--- src/hw/rtl/bals_sqrt_cell.sv ---
`timescale 1ns / 1ps
// One registered digit-by-digit square root step, two radicand bits in
// and one root bit out. No dependencies.
module bals_sqrt_cell #(
   parameter int RAD_W  = 64,
   parameter int SIDE_W = 1
) (
   input  logic              clock,
   input  logic              en,
   input  logic [RAD_W-1:0]  rad_i,
   input  logic [RAD_W/2+1:0] rem_i,
   input  logic [RAD_W/2-1:0] root_i,
   input  logic [SIDE_W-1:0] side_i,
   output logic [RAD_W-1:0]  rad_o,
   output logic [RAD_W/2+1:0] rem_o,
   output logic [RAD_W/2-1:0] root_o,
   output logic [SIDE_W-1:0] side_o
);

   localparam int ROOT_W = RAD_W / 2;

   logic [ROOT_W+1:0] part;
   logic [ROOT_W+1:0] trial;
   logic              ge;
   logic [ROOT_W+1:0] rem_in;
   logic [ROOT_W-1:0] root_in;
   logic [RAD_W-1:0]  rad_in;

   logic [RAD_W-1:0]  rad_ff;
   logic [ROOT_W+1:0] rem_ff;
   logic [ROOT_W-1:0] root_ff;
   logic [SIDE_W-1:0] side_ff;

   always_comb begin
      part    = {rem_i[ROOT_W-1:0], rad_i[RAD_W-1:RAD_W-2]};
      trial   = {root_i, 2'b01};
      ge      = (part >= trial);
      rem_in  = ge ? (part - trial) : part;
      root_in = {root_i[ROOT_W-2:0], ge};
      rad_in  = {rad_i[RAD_W-3:0], 2'b00};
   end

   always_ff @(posedge clock) begin
      if (en) begin
         rad_ff  <= rad_in;
         rem_ff  <= rem_in;
         root_ff <= root_in;
         side_ff <= side_i;
      end
   end

   assign rad_o  = rad_ff;
   assign rem_o  = rem_ff;
   assign root_o = root_ff;
   assign side_o = side_ff;

endmodule

--- config.mk ---
export PLATFORM = sky130hd
export DESIGN_NAME = bals_sqrt_cell
export DESIGN_NICKNAME = d
export VERILOG_FILES = /design/src/hw/rtl/bals_sqrt_cell.sv
export SDC_FILE = /design/constraint.sdc
export NUM_CORES = 1
export LEC_CHECK = 0
export ABC_AREA = 1
export CORE_UTILIZATION = 28
export DETAILED_ROUTE_END_ITERATION = 8
export DONT_BUFFER_PORTS = 1
export PLACE_DENSITY = 0.45
export SYNTH_ARGS = -nofsm -noshare
export SYNTH_HDL_FRONTEND = slang
export SYNTH_SLANG_ARGS = --single-unit
--- constraint.sdc ---
create_clock -name clock -period 3.65 [get_ports clock]
set_clock_uncertainty 0.1 [all_clocks]
set_input_delay 0.73 -clock clock [delete_from_list [all_inputs] [get_ports clock]]
set_output_delay 0.73 -clock clock [all_outputs]
set_load 0.03 [all_outputs]
==> impl_metrics.yaml <==
status:
  outcome: "finished, final reports clean"
power_and_ir_drop:
  p_per_area_mw_per_mm2: 560.4
  vdd.ir_drop.worst_mv: 0.2575
  switching_share_pct: 32.68
  p_total_mw: 4.384
  intPower_mw: 2.951
  pwr-share-seq_pct: 49.2
  clkPwrFrac_pct: 38.6
  power.share.combinational_pct: 12.2
  leakage_nw: 3.548
  switching_power_mw: 1.433
detailed_routing:
  avgRoutedWirePerCell_microns: 17.26
  ant_nets: 0
  drtIter0Drc: 317
  wl_microns: 19210
  via_count: 4919
  avgViaCountPerCell: 4.420
  drc: 0
  drt-pass1-iter-count: 4
setup_path:
  path_common_cell: "nand2_1"
  crit_chain: "inv_1 > ha_1 > a21oi_2 > o21ai_0 > a21oi_1 > nand3_2 > nand2_2 > nand2_8 > inv_4 > nand2_1 > nand2_1"
  max_stage_delay_ns: 0.37
  crit_arrival_ns: 2.77
  end_kind: "flop"
  crit_fanout: 37
  critPathRequiredTime_ns: 3.84
  cp-start-kind: "primary input"
  path_class: "in2reg"
  slowest_stage: "ha_1"
placed_design:
  place.detailed.hpwl_microns: 14790
  portBuffers: 0
  gp_congestion: 0.8604
  placed_cells: 1081
  placed_cell_area_sq_mm: 0.007251
  pre_cts_ws_ns: 0.5577
global_routing:
  grt_pass1_vias: 4972
  grt_max_degree: 130
  antenna_found_initial: 0
  grt_overflow_total: 0
  grt_pass1_wl_microns: 29730
  track_usage_pct: 15.64
clock_network:
  cts_resized: 0
  path_clk_slew_ns: 0.07
  cts_tree: "built"
  cts_sinks: 129
  cts_hold_buf: 0
  cts_max_level: 4
  post-cts-setup-buffer-count: 0
  cts_inserted_buffers: 17
  cts_max_path_buffers: 2
  root_buffer: "clkbuf_16"
timing:
  setup_ws_ns: 1.062
  period_needed_ns: 2.588
  hold_viol: 0
  slew_viol_final: 0
  holdWs_ns: 0.2940
  fin_crit_sh_pct: 70.90
  final-setup-viol-count: 0
  fmax_mhz: 386.4
  tns_ns: 0
  grt_setup_unrepaired: "false"
floorplanning:
  rows: 57
  dieArea_sq_mm: 0.02529
  boundaryPins: 264
  die_y_microns: 159.0
  start_util_pct: 28.48
  fp.coreArea_sq_mm: 0.02425
  die_x_microns: 159.0
yosys:
  ys_types: 27
  synth_area_sq_mm: 0.006905
  async_flop_share_pct: 0
  synth.avg_cell_area_sq_um: 9.050
  synth_edf_count: 129
  synth_area_leaders: "edfxtp_1 (56%), nand2_1 (15%), inv_1 (6.7%)"
  synth_top_area_cell: "edfxtp_1"
  synth_common_cells: "nand2_1 (277), edfxtp_1 (129), inv_1 (123)"
  synth_top_area_share_pct: 56.10
  yosys_warnings: 0
  ys_seq_area_share_pct: 56.10
  synth_ff_type: "edfxtp_1"
  synth_most_common_cell: "nand2_1"
  synth-seq-cells: 129
  synthCells: 763
final_layout:
  drive_gt1_share_pct: 6.464
  fin_area_sq_mm: 0.007824
  post-route-util_pct: 32.27
  final_cells: 1113
  area_growth_pct: 13.30
  fin_nets: 943
  fillerInstances: 2549
  multi_input_area_sq_mm: 0.002481
  seqCellArea_sq_mm: 0.003874
  diodes: 0
worst_hold_path:
  min_from: "root_i[3]"
  hold_class: "in2reg"
  whs_endpoint: "root_o[4]"
  whs_path_depth: 0
run:
  maxCapViolations: 0
## layout by cell type, fill, tap and decap left out, types with 3 or more instances in the layout
master,instances
nand3b_1,5
inv_2,4
clkbuf_16,17
inv_6,7
o21bai_1,3
xnor2_1,4
nor2_1,51
nor2_2,6
nand2_2,4
clkinvlp_4,4
inv_1,123
nand3_1,38
a21oi_1,28
nor3_1,4
ha_1,34
nand2_1,277
o21ai_0,14
edfxtp_1,129
nand4_1,8
xor2_1,13
## registers in the layout, indices dropped and copies added, names as in the netlist
register	cells
rad_o	62
side_o	1
root_o	32
rem_o	34
## cell type report
type / count / share of cell area (%)
clock inverters: 14 / 1.839
well taps: 324 / 5.182
flip-flops and latches: 129 / 49.51
clock buffers: 18 / 5.485
inverters: 128 / 6.173
multi-input cells: 499 / 31.71
repair buffers: 1 / 0.09595
## power by group through the flow
stage / Clock [mW] / Sequential [mW] / Combinational, mW
finish: 1.69 / 2.16 / 0.533
global route: 1.81 / 2.17 / 0.616
CTS: 1.76 / 2.16 / 0.543
detailed placement: 0 / 2.19 / 0.539
global placement: 0 / 2.20 / 0.539
floorplan: 0 / 2.17 / 0.413
## kinds of logic (layout without fill, tap and decap cells)
group                      after synthesis  in the layout  share of synthesized area (%)
AOI/OAI and AO/OA                       47             47                          3.606
xor gates and xnor gates                17             17                          2.156
adders and majority gates               34             34                          6.161
buffers and inverters                  136            161                          8.027
DFF                                    129            129                          56.10
other                                    1              2                        0.05431
and+or+nand+nor                        399            399                          23.90
## how the worst max path moves through the flow
stage                           from   endpoint  slack, ns  depth (start not counted)
after global placement    root_i[23]   rem_o[8]       0.56                         11
final                     root_i[21]  rem_o[26]       1.06                         11
after CTS                 root_i[23]  rem_o[26]       0.99                         11
after floorplan            root_i[7]  rem_o[25]       1.18                         13
after global routing      root_i[23]  rem_o[23]       0.80                         11
after detailed placement  root_i[23]   rem_o[0]       0.56                         11
## per-layer routing
layer	vias up	part of all wire, %	global-route usage (%)
li1	2485	-	-
met5	-	0	0
met4	0	1.7	5.332
met3	19	6.5	4.871
met1	2219	41	17.80
met2	196	50	27.65
## critical path: cells and delay by family
family,cells,cell delay (ns)
AND/OR/NAND/NOR,5,0.60
buffers and inverters,2,0.39
AO/OA/AOI/OAI,3,0.66
adder cells (fa/ha/maj),1,0.37
Note: power is estimated with default switching activity, not from simulation.
