### src/hw/rtl/bals_div_cell.sv
`timescale 1ns / 1ps
// One registered restoring division step: shifts in a numerator bit,
// subtracts the divisor when it fits and appends the quotient bit. No dependencies.
module bals_div_cell #(
   parameter int NUM_W  = 32,
   parameter int DEN_W  = 32,
   parameter int QUO_W  = 32,
   parameter int SIDE_W = 1
) (
   input  logic              clock,
   input  logic              en,
   input  logic [NUM_W-1:0]  num_i,
   input  logic [DEN_W-1:0]  den_i,
   input  logic [DEN_W-1:0]  rem_i,
   input  logic [QUO_W-1:0]  quo_i,
   input  logic [SIDE_W-1:0] side_i,
   output logic [NUM_W-1:0]  num_o,
   output logic [DEN_W-1:0]  den_o,
   output logic [DEN_W-1:0]  rem_o,
   output logic [QUO_W-1:0]  quo_o,
   output logic [SIDE_W-1:0] side_o
);

   logic [DEN_W:0]   part;
   logic [DEN_W:0]   diff;
   logic             ge;
   logic [NUM_W-1:0] num_in;
   logic [DEN_W-1:0] rem_in;
   logic [QUO_W-1:0] quo_in;

   logic [NUM_W-1:0]  num_ff;
   logic [DEN_W-1:0]  den_ff;
   logic [DEN_W-1:0]  rem_ff;
   logic [QUO_W-1:0]  quo_ff;
   logic [SIDE_W-1:0] side_ff;

   always_comb begin
      part   = {rem_i, num_i[NUM_W-1]};
      diff   = part - {1'b0, den_i};
      ge     = (part >= {1'b0, den_i});
      rem_in = ge ? diff[DEN_W-1:0] : part[DEN_W-1:0];
      num_in = {num_i[NUM_W-2:0], 1'b0};
      quo_in = {quo_i[QUO_W-2:0], ge};
   end

   always_ff @(posedge clock) begin
      if (en) begin
         num_ff  <= num_in;
         den_ff  <= den_i;
         rem_ff  <= rem_in;
         quo_ff  <= quo_in;
         side_ff <= side_i;
      end
   end

   assign num_o  = num_ff;
   assign den_o  = den_ff;
   assign rem_o  = rem_ff;
   assign quo_o  = quo_ff;
   assign side_o = side_ff;

endmodule

### config.mk
export PLATFORM = sky130hd
export DESIGN_NAME = bals_div_cell
export DESIGN_NICKNAME = d
export VERILOG_FILES = /design/src/hw/rtl/bals_div_cell.sv
export SDC_FILE = /design/constraint.sdc
export NUM_CORES = 1
export LEC_CHECK = 0
export ABC_AREA = 0
export BUFFER_PORTS_ARGS = -buffer_cell sky130_fd_sc_hd__buf_4
export CAP_MARGIN = 0
export CORE_ASPECT_RATIO = 0.7
export CORE_UTILIZATION = 33
export DETAILED_ROUTE_END_ITERATION = 8
export PLACE_DENSITY = 0.67
export REMOVE_ABC_BUFFERS = 1
export SETUP_SLACK_MARGIN = 0.5
export SYNTH_ARGS = -nofsm -noshare
export SYNTH_HDL_FRONTEND = slang
export SYNTH_SLANG_ARGS = --single-unit
### constraint.sdc
create_clock -name clock -period 2.75 [get_ports clock]
set_input_delay 0.55 -clock clock [delete_from_list [all_inputs] [get_ports clock]]
set_output_delay 0.55 -clock clock [all_outputs]
set_load 0.005 [all_outputs]
==> impl_metrics.yaml <==
logic_synthesis:
  yosysTopAreaCellShare: 0.622
  syn_area_per_cell_um2: 12.6
  seq_area_frac_synth: 0.622
  ys.flop_type: "edfxtp_1"
  ys_seq_elements: 128
  synth_warnings: 0
  yosys-top-cells-area: "edfxtp_1 (62%), ha_1 (6.5%), a21oi_1 (4.4%)"
  yosysTopAreaCell: "edfxtp_1"
  synth_area_um2: 6180
  syn_inst: 489
  synth_most_common_cell: "edfxtp_1"
  synth_common_cells: "edfxtp_1 (128), a21oi_1 (54), inv_1 (46)"
  synth_edf_count: 128
  synth-async-reset-ratio: 0
  ys_types: 50
clock_tree:
  max-clock-path-buffers: 2
  clock-sinks: 128
  root_buffer: "clkbuf_16"
  htreeDepth: 4
  cts_buffers: 17
  clk_pin_slew_ps: 70
  cts_tree: "done"
  cts_hold_buf: 0
setup_path:
  cp_cell_sequence: "buf_4 -> inv_1 -> ha_4 -> and3_4 -> nand4_1 -> nor4b_4 -> buf_4 -> a21o_1 -> o21a_4 -> buf_12 -> mux2_4"
  critPathKind: "input pin to register"
  crit_required_ps: 2920
  critical_path.top_delay_family: "simple AND/OR/NAND/NOR gates"
  end_kind: "register"
  cp.arrival_ps: 2750
  critPathBufInv: 4
  cpMostUsedCell: "buf_4"
  cp_max_fo: 5
  cp-start-kind: "input pin"
  max_stage_delay_ps: 330
  crit_path_top_delay_cell: "nor4b_4"
route:
  drtAntennaViolNets: 0
  drc: 41
  top_layer: "met4"
  wl_met1_um: 8130
  dr.pass1.iters: 6
  vias: 5221
  routed_wl_um: 18300
  routedWlPerCell_um: 16.2
  wl_met3_um: 1390
  vias_per_cell: 4.62
  dr_wl_met2_um: 8540
  dr.first_iter.drc_count: 375
timing:
  slew_violations: 0
  setup_viol: 0
  hold_viol: 0
  fin_crit_sh: 0.938
  rsz0062_at_grt: "yes"
  min_period_ps: 2580
  relSlewSlack: 0.519
  worstMarginPinSlew_ps: 722
  fmax_ghz: 0.388
  whs_ps: 299
floorplanning:
  die_h_um: 117
  rows: 41
  core-area_um2: 18200
  fp.dieArea_um2: 19300
  die_x_um: 166
  start_util: 0.340
  io_pins: 260
global_routing:
  first_global_vias: 5093
  grt_max_degree: 129
  track_usage: 0.182
  gr-total-overflow: 0
  antenna_found_initial: 0
  grt_pass1_wl_um: 26300
placement:
  io_buffer_count: 257
  gp_congestion: 0.813
  dp_hpwl_um: 13000
  dp.cells: 1081
finish:
  nets: 1045
  syn2layout_area_growth_pct: 72.6
  n_antenna_cell: 0
  final_util: 0.588
  fin_cells: 1130
  drive_above_1_share: 0.585
outcome:
  violations: "design-rule violations"
  status: "finished, violations left"
pwr:
  peakVddDrop_uv: 289
  power_leakage_nw: 4.66
  finalPower_w: 0.00639
  power_density_nw_per_um2: 599
min_path:
  whs_endpoint: "quo_o[20]$_DFFE_PP_"
  hold_depth: 1
  hp-start: "quo_i[19]"
  hp-class: "input pin to register"
run:
  max_cap_viol_count: 0
-- layout make-up --
| class | count | area, um2 |
|---|---|---|
| Clock inverter | 15 | 173 |
| Tap cell | 236 | 295 |
| Clock buffer | 17 | 425 |
| Sequential cell | 128 | 3840 |
| Fill cell | 1484 | 7490 |
| Multi-Input combinational cell | 297 | 2680 |
| Timing Repair Buffer | 391 | 3080 |
| Inverter | 46 | 175 |
-- sequential cells by signal (all words and copies together) (netlist names) --
signal / count
quo_o: 32
side_o: 1
num_o: 31
den_o: 32
rem_o: 32
-- power breakdown --
group	internal, W	switching [W]	leakage (nW)
Sequential	0.00239	0.0000540	1.25
Combinational	0.000922	0.000695	3.11
Clock	0.00136	0.000966	0.289
Total	0.00468	0.00172	4.66
-- routing by layer --
layer  up-vias  GRT usage
met5         -          0
met4         0     0.0582
met3        19     0.0529
met2       157      0.290
met1      2455      0.238
li1       2590          -
-- metrics by stage --
stage | worst slack (ps) | TNS (ps) | area (um2)
after global placement | -536 | -12510 | 9220
after CTS | 153 | 0 | 10200
final | 172 | 0 | 10700
after detailed placement | -518 | -13230 | 9220
after global routing | 92.0 | 0 | 10700
after floorplan | -936 | -25700 | 6060
-- how the worst max path moves through the flow --
stage,start,endpoint,cells past startpoint
after floorplan,den_i[23],rem_o[3]$_DFFE_PP_,9
after CTS,den_i[22],rem_o[20]$_DFFE_PP_,11
after global routing,den_i[24],rem_o[23]$_DFFE_PP_,11
after global placement,den_i[2],rem_o[31]$_DFFE_PP_,11
final,den_i[24],rem_o[20]$_DFFE_PP_,11
after detailed placement,den_i[2],rem_o[30]$_DFFE_PP_,12
-- cell families after synthesis --
| logic type | Yosys count | share of synthesized area |
|---|---|---|
| other | 1 | 0.000607 |
| AND/OR/NAND/NOR | 107 | 0.0846 |
| AO/OA/AOI/OAI | 120 | 0.118 |
| multiplexers | 10 | 0.0227 |
| XOR/XNOR | 26 | 0.0368 |
| adder cells (fa/ha/maj) | 33 | 0.0680 |
| buffers and inverters | 64 | 0.0472 |
| flip-flops | 128 | 0.622 |
-- what timing repair did --
item	CTS	global route
gates resized for setup	58	78
endpoints found under the setup margin	33	33
cloned	2	0
buffers inserted	12	3
pin swaps	18	23
-- cells in the final DEF, fill, tap and decap left out, types with 13 or more instances in the layout --
cell,Yosys,routed
buf_4,2,375
edfxtp_1,128,128
inv_1,46,41
a21oi_1,54,39
nand2_1,24,22
nor2_1,37,20
clkbuf_16,0,17
xnor2_1,16,16
ha_4,0,15
a21oi_2,1,14
ha_1,32,14
o21ai_0,17,13
Power figures use the tool's default switching activity.
